[config.mk]
export PLATFORM = sky130hd
export DESIGN_NAME = csv_byte_tokenizer_unit
export DESIGN_NICKNAME = d
export VERILOG_FILES = /design/src/design/csvbt_pkg.sv /design/src/design/csv_byte_tokenizer_unit.sv
export SDC_FILE = /design/constraint.sdc
export NUM_CORES = 1
export LEC_CHECK = 0
export BUFFER_PORTS_ARGS = -buffer_cell sky130_fd_sc_hd__buf_2
export CAP_MARGIN = 20
export CORE_AREA = 4 4 110 112
export CTS_CLUSTER_SIZE = 8
export DETAILED_ROUTE_END_ITERATION = 10
export DIE_AREA = 0 0 114 116
export PLACE_DENSITY_LB_ADDON = 0.08
export SLEW_MARGIN = 0
export SYNTH_ARGS = -nofsm -noshare
export SYNTH_HDL_FRONTEND = slang
export SYNTH_SLANG_ARGS = --single-unit
[constraint.sdc]
create_clock -name i_clk -period 7.6 [get_ports i_clk]
set_input_delay 1.9 -clock i_clk [delete_from_list [all_inputs] [get_ports i_clk]]
set_output_delay 1.9 -clock i_clk [all_outputs]
set_load 0.005 [all_outputs]
[src/design/csvbt_pkg.sv]
`default_nettype none

package csvbt_pkg;

    localparam logic [7:0] CH_QUOTE  = 8'h22;
    localparam logic [7:0] CH_CR     = 8'h0D;
    localparam logic [7:0] CH_LF     = 8'h0A;
    localparam logic [7:0] SEP_RESET = 8'h2C;

    // Field count saturates here (MAX_FIELDS capped to the 8-bit count).
    localparam int unsigned MAX_FIELDS = 255;
    localparam logic [7:0]  FIELD_CAP  = (MAX_FIELDS > 255) ? 8'd255 : 8'(MAX_FIELDS);

    // Result queue
    localparam int unsigned QDEPTH = 4;
    localparam int unsigned PTR_W  = $clog2(QDEPTH);
    localparam int unsigned CNT_W  = $clog2(QDEPTH + 1);

    typedef enum logic [1:0] {
        KIND_BYTE  = 2'd0,
        KIND_FIELD = 2'd1,
        KIND_ROW   = 2'd2
    } t_kind;

    typedef struct packed {
        t_kind      kind;
        logic [7:0] content;
        logic [7:0] field_count;
        logic       last_of_run;
    } t_result;

    function automatic logic [7:0] sat_inc(input logic [7:0] v);
        return (v < FIELD_CAP) ? v + 8'd1 : FIELD_CAP;
    endfunction

endpackage

`default_nettype wire

[src/design/csv_byte_tokenizer_unit.sv]
// CSV byte tokenizer. Takes one byte of text per input beat (i_last_byte on
// the final byte) and emits content bytes, end-of-field marks and end-of-row
// marks carrying the row's saturating field count. The parsing state is
// updated in the cycle a byte is accepted, so a byte is taken every ready
// clock; results go into a 4-entry result queue that feeds the output port,
// one result per beat. A byte that makes two results (a separator or content
// byte that also closes the text) occupies two output beats, so the rate is
// one byte per clock as long as the consumer keeps up and most bytes make at
// most one result. o_in_ready is high while the queue has two free slots.
// The separator register may be written at any time (o_cfg_ready is always
// high) but should only change while the block is idle.
`default_nettype none

module csv_byte_tokenizer_unit (
    input  wire logic       i_clk,
    input  wire logic       i_rst_n,
    // byte input
    input  wire logic       i_in_valid,
    output logic            o_in_ready,
    input  wire logic [7:0] i_data_byte,
    input  wire logic       i_last_byte,
    // result output
    output logic            o_out_valid,
    input  wire logic       i_out_ready,
    output logic [1:0]      o_kind,
    output logic [7:0]      o_content,
    output logic [7:0]      o_field_count,
    output logic            o_last_of_run,
    // separator register
    input  wire logic       i_cfg_valid,
    output logic            o_cfg_ready,
    input  wire logic [7:0] i_cfg_data
);

    logic [7:0] r_separator;

    logic       r_in_quotes,      n_in_quotes;
    logic       r_quote_pending,  n_quote_pending;
    logic       r_after_cr,       n_after_cr;
    logic       r_field_nonempty, n_field_nonempty;
    logic [7:0] r_fields_done,    n_fields_done;

    csvbt_pkg::t_result r_queue [csvbt_pkg::QDEPTH];
    logic [csvbt_pkg::PTR_W-1:0] r_head, r_tail, w_tail_nx;
    logic [csvbt_pkg::CNT_W-1:0] r_count;

    logic               w_accept, w_pop, w_skip;
    logic               w_byte_valid, w_row_valid;
    csvbt_pkg::t_result w_byte_res, w_row_res, w_first, w_second;
    logic [1:0]         w_push;

    assign o_cfg_ready = 1'b1;
    assign o_in_ready  = (r_count <= csvbt_pkg::CNT_W'(csvbt_pkg::QDEPTH - 2));
    assign w_accept    = i_in_valid && o_in_ready;
    assign o_out_valid = (r_count != '0);
    assign w_pop       = o_out_valid && i_out_ready;
    assign w_skip      = r_after_cr && (i_data_byte == csvbt_pkg::CH_LF);

    // Parse step: at most one result from the byte itself, plus a row close
    // when the text ends.
    always_comb begin
        n_in_quotes      = r_in_quotes;
        n_quote_pending  = r_quote_pending;
        n_after_cr       = 1'b0;
        n_field_nonempty = r_field_nonempty;
        n_fields_done    = r_fields_done;

        w_byte_valid = 1'b0;
        w_byte_res   = '{kind: csvbt_pkg::KIND_BYTE, content: 8'd0,
                         field_count: 8'd0, last_of_run: 1'b0};
        w_row_valid  = 1'b0;
        w_row_res    = '{kind: csvbt_pkg::KIND_ROW, content: 8'd0,
                         field_count: 8'd0, last_of_run: 1'b1};

        if (!w_skip) begin
            if (r_in_quotes && !r_quote_pending) begin
                if (i_data_byte == csvbt_pkg::CH_QUOTE) begin
                    n_quote_pending = 1'b1;
                end else begin
                    w_byte_valid       = 1'b1;
                    w_byte_res.content = i_data_byte;
                    n_field_nonempty   = 1'b1;
                end
            end else if (r_in_quotes && i_data_byte == csvbt_pkg::CH_QUOTE) begin
                // doubled quote: one literal quote, stay quoted
                n_quote_pending    = 1'b0;
                w_byte_valid       = 1'b1;
                w_byte_res.content = csvbt_pkg::CH_QUOTE;
                n_field_nonempty   = 1'b1;
            end else begin
                // unquoted byte, or the byte that closes a quoted stretch
                n_in_quotes     = 1'b0;
                n_quote_pending = 1'b0;
                if (i_data_byte == csvbt_pkg::CH_QUOTE && !r_field_nonempty) begin
                    n_in_quotes = 1'b1;
                end else if (i_data_byte == r_separator) begin
                    w_byte_valid     = 1'b1;
                    w_byte_res.kind  = csvbt_pkg::KIND_FIELD;
                    n_fields_done    = csvbt_pkg::sat_inc(r_fields_done);
                    n_field_nonempty = 1'b0;
                end else if (i_data_byte == csvbt_pkg::CH_CR ||
                             i_data_byte == csvbt_pkg::CH_LF) begin
                    w_row_valid = (r_fields_done != 8'd0) || r_field_nonempty;
                    w_row_res.field_count = csvbt_pkg::sat_inc(r_fields_done);
                    n_fields_done    = 8'd0;
                    n_field_nonempty = 1'b0;
                    n_after_cr       = (i_data_byte == csvbt_pkg::CH_CR);
                end else begin
                    w_byte_valid       = 1'b1;
                    w_byte_res.content = i_data_byte;
                    n_field_nonempty   = 1'b1;
                end
            end
        end

        if (i_last_byte) begin
            // close an open row and drop any open quoting
            if (n_fields_done != 8'd0 || n_field_nonempty) begin
                w_row_valid           = 1'b1;
                w_row_res.field_count = csvbt_pkg::sat_inc(n_fields_done);
            end
            n_fields_done    = 8'd0;
            n_field_nonempty = 1'b0;
            n_in_quotes      = 1'b0;
            n_quote_pending  = 1'b0;
            n_after_cr       = 1'b0;
        end
    end

    always_comb begin
        w_first             = w_byte_valid ? w_byte_res : w_row_res;
        w_first.last_of_run = !(w_byte_valid && w_row_valid);
        w_second            = w_row_res;
        w_push              = w_accept ? ({1'b0, w_byte_valid} + {1'b0, w_row_valid})
                                       : 2'd0;
    end

    assign w_tail_nx = r_tail + csvbt_pkg::PTR_W'(1);

    always_ff @(posedge i_clk) begin
        if (!i_rst_n) begin
            r_separator      <= csvbt_pkg::SEP_RESET;
            r_in_quotes      <= 1'b0;
            r_quote_pending  <= 1'b0;
            r_after_cr       <= 1'b0;
            r_field_nonempty <= 1'b0;
            r_fields_done    <= 8'd0;
            r_head           <= '0;
            r_tail           <= '0;
            r_count          <= '0;
        end else begin
            if (i_cfg_valid) begin
                r_separator <= i_cfg_data;
            end
            if (w_accept) begin
                r_in_quotes      <= n_in_quotes;
                r_quote_pending  <= n_quote_pending;
                r_after_cr       <= n_after_cr;
                r_field_nonempty <= n_field_nonempty;
                r_fields_done    <= n_fields_done;
            end
            if (w_pop) begin
                r_head <= r_head + csvbt_pkg::PTR_W'(1);
            end
            r_tail  <= r_tail + csvbt_pkg::PTR_W'(w_push);
            r_count <= r_count + csvbt_pkg::CNT_W'(w_push) - csvbt_pkg::CNT_W'(w_pop);
        end
    end

    // queue payload, no reset
    always_ff @(posedge i_clk) begin
        if (w_push != 2'd0) begin
            r_queue[r_tail] <= w_first;
        end
        if (w_push == 2'd2) begin
            r_queue[w_tail_nx] <= w_second;
        end
    end

    assign o_kind        = r_queue[r_head].kind;
    assign o_content     = r_queue[r_head].content;
    assign o_field_count = r_queue[r_head].field_count;
    assign o_last_of_run = r_queue[r_head].last_of_run;

endmodule

`default_nettype wire

==> flow_summary.json, run 1 <==
{
  "power.leakage_uw": 0.002393,
  "critical_path_required_ns": 7.81,
  "avgRoutedWirePerCell_um": 18.26,
  "grt_pass1_wl_um": 21690,
  "area_growth_pct": 11.27,
  "insertion_delay_ns": 0.35,
  "ant_nets": 0,
  "rsz0062_at_grt": "false",
  "synth.ff_latch_count": 105,
  "clkSlewWorstSetupHoldPaths_ns": 0.07,
  "power_density_nw_per_um2": 282.9,
  "io_buffer_count": 42,
  "dieArea_sq_um": 13220,
  "drv_cap": 0,
  "crit_family": "simple AND/OR/NAND/NOR gates",
  "die_w_um": 114,
  "min_period_ns": 6.394,
  "timing.hold.ws_ns": 0.4442,
  "yosysWarningCount": 0,
  "die-height_um": 116,
  "grt_max_degree": 29,
  "path_max_fanout": 10,
  "relSlewSlack_pct": 40.21,
  "syn_nets": 573,
  "holdBufCountCts": 0,
  "hold_viol": 0,
  "fmax_mhz": 156.4,
  "finalClockSkew_ns": 0.006690,
  "status": "complete, no violations",
  "avgSynthCellArea_sq_um": 10.10,
  "antenna_cells": 0,
  "vdd_ir_drop_max_v": 0.0002338,
  "drc": 0,
  "crit_buf_inv": 3,
  "antenna_found_initial": 0,
  "yosysSeqAreaShare_pct": 44.34,
  "synthArstFlopShare_pct": 0,
  "synth_area_leader_cell": "dfxtp_1",
  "cp.arrival_ns": 6.60,
  "crit_path_max_incr_delay_ns": 0.58,
  "cts_resized": 0,
  "fin_nets": 610,
  "min_period_over_period_pct": 84.14,
  "layout_common_cells": "dfxtp_1, nand2_1, nor2_1, buf_2, o21ai_0",
  "crit_path_start_kind": "primary input",
  "grt_util_all_layers_pct": 21.14,
  "worst_pin_slew_ns": 0.8951,
  "synth_edf_count": 32,
  "drt-initial-drc-count": 249,
  "cp_slowest_cell": "or4_4",
  "cts_buffers": 9,
  "clock_path_buffers": 2,
  "hpwl_um": 9659,
  "core.rowCount": 39,
  "fin_util_pct": 54.16,
  "finalSetupViolations": 0,
  "ios": 44,
  "htree_levels": 3,
  "hold_path.class": "flip-flop to flip-flop",
  "drv_slew": 0,
  "clock-sinks": 105,
  "final_common_cell": "dfxtp_1",
  "tns_ns": 0,
  "grt_pass1_vias": 4144,
  "gp_congestion": 0.9454,
  "initial_utilization_pct": 48.67,
  "drtPass1Iterations": 5,
  "netlist_area_sq_um": 5463,
  "ys.flop_type": "dfxtp_1",
  "drt_wl_total_um": 13260,
  "syn-instance-count": 541,
  "vias_per_cell": 5.822,
  "fill_cells": 1032,
  "synthTopCellsByArea": "dfxtp_1, edfxtp_1, mux4_2",
  "overflow": 0,
  "worstSetupPathType": "primary input to flip-flop",
  "ys_types": 67,
  "drive_above_1_share_pct": 18.35,
  "post_cts_buffers": 0,
  "cts_tree": "yes",
  "num_vias": 4227,
  "root_buffer": "clkbuf_16",
  "worstPathCellList": "buf_2 > or3_4 > o31ai_4 > a2111oi_2 > a211o_1 > or4_4 > o41ai_4 > buf_4 > o21ai_0 > ha_1 > nor2b_1 > a21oi_1 > or3_1 > inv_1 > nand2_1 > nor2_1",
  "core_sq_um": 11220,
  "yosysTopAreaCellShare_pct": 26.75,
  "cp-end-kind": "flip-flop"
}
==> synth_stat cells, types with 2 or more instances <==
cell,number
nor4_1,3
o211ai_1,2
o211a_1,2
xnor2_1,15
nand2b_1,7
dfxtp_1,73
mux4_2,19
a21boi_0,3
and3_1,4
clkbuf_8,2
buf_4,4
mux2i_1,16
xor2_1,3
nand2_1,66
a22oi_1,9
o21ai_0,33
and3b_1,2
a211o_2,2
inv_1,14
edfxtp_1,32
nor2_1,53
a21o_1,2
o31ai_1,2
a31oi_1,5
mux2_4,2
and4_1,3
o2bb2ai_1,4
ha_1,9
a21oi_1,20
clkbuf_1,13
or3_1,4
nand3b_1,2
nand4_1,7
a22o_2,5
nor3_1,3
nor2b_1,24
nand3_1,14
a22o_1,16
a211oi_1,3
and2_1,10
buf_6,3
==> cell type report <==
cell class	instances	area [sq um]	area share [%]
clock buffers	10	239.0	3.932
clock inverters	6	60.06	0.9881
inverters	14	52.55	0.8646
multi-input cells	399	2843	46.77
flip-flops and latches	105	2422	39.85
well taps	143	178.9	2.944
repair buffers	49	282.8	4.652
==> kinds of logic (layout without fill, tap and decap cells) <==
logic type,Yosys count,count (layout),synth area share (%)
flip-flops,105,105,44.34
multiplexers,37,37,11.31
buffers and inverters,37,79,3.619
other,1,1,0.06865
AND/OR/NAND/NOR,215,215,19.74
XOR/XNOR,18,18,2.886
adder cells (fa/ha/maj),10,10,2.428
AO/OA/AOI/OAI,118,118,15.60
==> registers in the layout, summed over array words and instances, names as in the netlist, named ones only <==
signal,count
r_field_nonempty,1
r_separator,8
r_head,2
r_in_quotes,1
r_after_cr,1
r_tail,2
r_quote_pending,1
r_fields_done,8
r_count,3
r_queue,76
==> through the flow <==
step	instances	power (uW)	instance area, sq um	worst slack (ns)
after floorplan	541	1108	5463	1.236
after global placement	709	1252	5752	1.010
after detailed placement	709	1265	5752	0.8780
after CTS	725	1731	6051	1.240
after global routing	726	1819	6078	0.8194
final	726	1720	6078	1.206
==> worst reg2reg max path, stage by stage (launching register included) <==
cell and delay [ns]:
dfxtp_1 0.36, or3b_1 0.44, a211oi_4 0.39, a2111oi_2 0.17, a211o_1 0.42, or4_4 0.58, o41ai_4 0.21, buf_4 0.24
o21ai_0 0.14, ha_1 0.36, nor2b_1 0.27, a21oi_1 0.10, or3_1 0.50, inv_1 0.33, nand2_1 0.25, nor2_1 0.14
==> per-layer routing <==
| layer | vias up | global-route usage [%] | share of wire [%] |
|---|---|---|---|
| met3 | 25 | 5.170 | 6.0 |
| met4 | 0 | 7.284 | 1.7 |
| met1 | 2013 | 28.60 | 46 |
| met2 | 145 | 33.37 | 46 |
| met5 | - | 0 | 0 |
| li1 | 2044 | - | - |
==> final timing paths <==
| kind | from | slack (ns) | endpoint | depth (start not counted) |
|---|---|---|---|---|
| max | i_data_byte[4] | 1.21 | r_queue[1][1] | 16 |
| min | r_queue[3][18] | 0.44 | r_queue[3][18] | 2 |
| max reg2reg | r_field_nonempty | 2.56 | r_queue[1][1] | 15 |
| min reg2reg | r_queue[3][18] | 0.44 | r_queue[3][18] | 2 |
==> power by group <==
group	total (uW)	internal [uW]	switching, uW	leakage [uW]
Combinational	467	245	222	0.00130
Sequential	787	705	82.2	0.000935
Clock	465	250	215	0.000156
No activity file was read; power rests on OpenSTA's default activity.
==> run 2: changes to the inputs <==
Clock period 7.6 ns to 6.3 ns, I/O delays scaled along.
==> run 2 against run 1 <==
Core utilization up 0.23 points. Register-to-register slack worse by 0.91 ns. First-iteration DRC count rose by 3.2%. Sequential share of layout area shrank 0.17 points. Cell area rose by 0.43%. Largest power group unchanged. Routed wire length is 2.3% higher. Global-route usage grew 0.62 points. Hold slack better by 0.0046 ns. Critical path depth up 2. Clock power grew 23%. Critical endpoint is now r_count[2].
==> flow_summary.json, run 2 (synthesis results as in run 1) <==
{
  "status": "complete, no violations",
  "cp_slowest_cell": "or4_4",
  "ant_nets": 0,
  "regToRegSetupSlack_ns": 1.65,
  "regMostFlops": "r_queue",
  "routedLengthMet1_um": 6314,
  "fin_util_pct": 54.39,
  "fin_nets": 615,
  "layout_common_cells": "dfxtp_1, nand2_1, nor2_1, buf_2, o21ai_0",
  "min_path_cells": 2,
  "drv_cap": 0,
  "grt_util_all_layers_pct": 21.76,
  "ios": 44,
  "relSlewSlack_pct": 44.85,
  "fmax_mhz": 176.0,
  "hpwl_um": 9773,
  "rsz0062_at_grt": "false",
  "fill_cells": 1016,
  "root_buffer": "clkbuf_16",
  "timing.hold.ws_ns": 0.4488,
  "min_to": "r_queue[2][18]",
  "drtPass1Iterations": 4,
  "core.rowCount": 39,
  "power.leakage_uw": 0.002402,
  "drt-initial-drc-count": 257,
  "drive_above_1_share_pct": 19.22,
  "clock_path_buffers": 2,
  "hold_path.class": "flip-flop to flip-flop",
  "vias_per_cell": 5.735,
  "final_common_cell": "dfxtp_1",
  "initial_utilization_pct": 48.67,
  "top_regs": "r_queue: 76 flops, r_fields_done: 8 flops, r_separator: 8 flops",
  "worstSetupPathType": "primary input to flip-flop",
  "drc": 0,
  "cts_buffers": 9,
  "finalClockSkew_ns": 0.006427,
  "num_vias": 4192,
  "drv_slew": 0,
  "ff2ff_path_depth": 17,
  "vdd_ir_drop_max_v": 0.0003073,
  "crit_path_start_kind": "primary input",
  "drt_wl_total_um": 13560,
  "wl_met2_um": 6303,
  "largest_reg_flops": 76,
  "dieArea_sq_um": 13220,
  "die_w_um": 114,
  "crit_family": "compound AO/OA/AOI/OAI gates",
  "min_period_over_period_pct": 90.20,
  "grt_max_degree": 29,
  "post_cts_buffers": 0,
  "htree_levels": 3,
  "overflow": 0,
  "core_sq_um": 11220,
  "area_growth_pct": 11.75,
  "path_common_cell": "ha_1",
  "min_period_ns": 5.683,
  "grt_pass1_wl_um": 22220,
  "hold_viol": 0,
  "tns_ns": 0,
  "power_density_nw_per_um2": 343.5,
  "min_from": "r_queue[2][18]",
  "avgRoutedWirePerCell_um": 18.55,
  "pre_cts_ws_ns": 0.2847,
  "setup_ws_ns": 0.6172,
  "clock-sinks": 105,
  "grt_pass1_vias": 4220,
  "insertion_delay_ns": 0.35,
  "cp.arrival_ns": 5.93,
  "finalSetupViolations": 0,
  "critical_path_required_ns": 6.55,
  "holdBufCountCts": 0,
  "gp_congestion": 0.9107,
  "cts_resized": 0,
  "worstPathCellList": "buf_2 > or3_4 > o31ai_4 > a2111oi_2 > a211o_1 > or4_4 > o41ai_4 > o21ai_0 > ha_1 > nand2_1 > ha_1 > inv_1 > ha_1 > inv_1 > fa_1 > xor2_1 > xnor2_1 > and2_1",
  "antenna_found_initial": 0,
  "r2r-end": "r_count[2]",
  "antenna_cells": 0,
  "crit_path_max_incr_delay_ns": 0.57,
  "crit_buf_inv": 3,
  "power_uw": 2097,
  "cp-startpoint": "i_data_byte[4]",
  "dr_wl_met3_um": 593,
  "worst_pin_slew_ns": 0.8257,
  "cts_tree": "yes",
  "reg2reg_from": "r_field_nonempty",
  "io_buffer_count": 42,
  "die-height_um": 116,
  "highest_layer": "met4",
  "cp-end-kind": "flip-flop",
  "path_max_fanout": 7,
  "clkSlewWorstSetupHoldPaths_ns": 0.07
}
## run 2: changes by cell type in the layout (fill, tap and decap cells not counted), sizes merged
cell,change
buf,+5
bufinv,-1
clkinvlp,+1
## run 2: final cells by class
| type | instances | area [sq um] | share of cell area (%) |
|---|---|---|---|
| tap | 143 | 178.9 | 2.931 |
| clock buffer | 10 | 250.2 | 4.099 |
| timing repair buffer | 54 | 300.3 | 4.919 |
| inverter | 14 | 52.55 | 0.8608 |
| clock inverter | 6 | 57.56 | 0.9428 |
| sequential | 105 | 2422 | 39.68 |
| multi-input combinational | 399 | 2843 | 46.57 |
## run 2: worst max-delay path by stage
stage | endpoint | slack [ns] | cells past startpoint
after floorplan | r_count[2] | 0.26 | 18
after global placement | r_count[2] | 0.36 | 18
after detailed placement | r_count[2] | 0.28 | 19
after CTS | r_count[2] | 0.62 | 18
after global routing | r_count[2] | 0.30 | 19
final | r_count[2] | 0.62 | 18
## run 2: power by group
| group | internal (uW) | total, uW | switching (uW) |
|---|---|---|---|
| logic | 299 | 585 | 286 |
| registers | 850 | 941 | 91.3 |
| clock network | 300 | 570 | 270 |
## run 2: per-layer routing
metal | vias up | track usage (%)
met3 | 28 | 4.334
met1 | 1996 | 29.12
met5 | - | 0
met2 | 117 | 34.74
met4 | 0 | 8.868
li1 | 2051 | -
## run 2: worst register-to-register path: cells and delay by family (launching register included)
kind                     cells  cell delay (ns)
buffers and inverters        2             0.09
flip-flops                   1             0.36
XOR/XNOR                     2             0.28
adder cells (fa/ha/maj)      4             1.20
AND/OR/NAND/NOR              4             1.29
AO/OA/AOI/OAI                5             1.29
## run 2: metrics by stage
stage	std cells	area [sq um]
3_3_place_gp	715	5797
5_1_grt	731	6105
6_report	731	6105
3_5_place_dp	715	5797
4_1_cts	731	6105
2_1_floorplan	541	5463
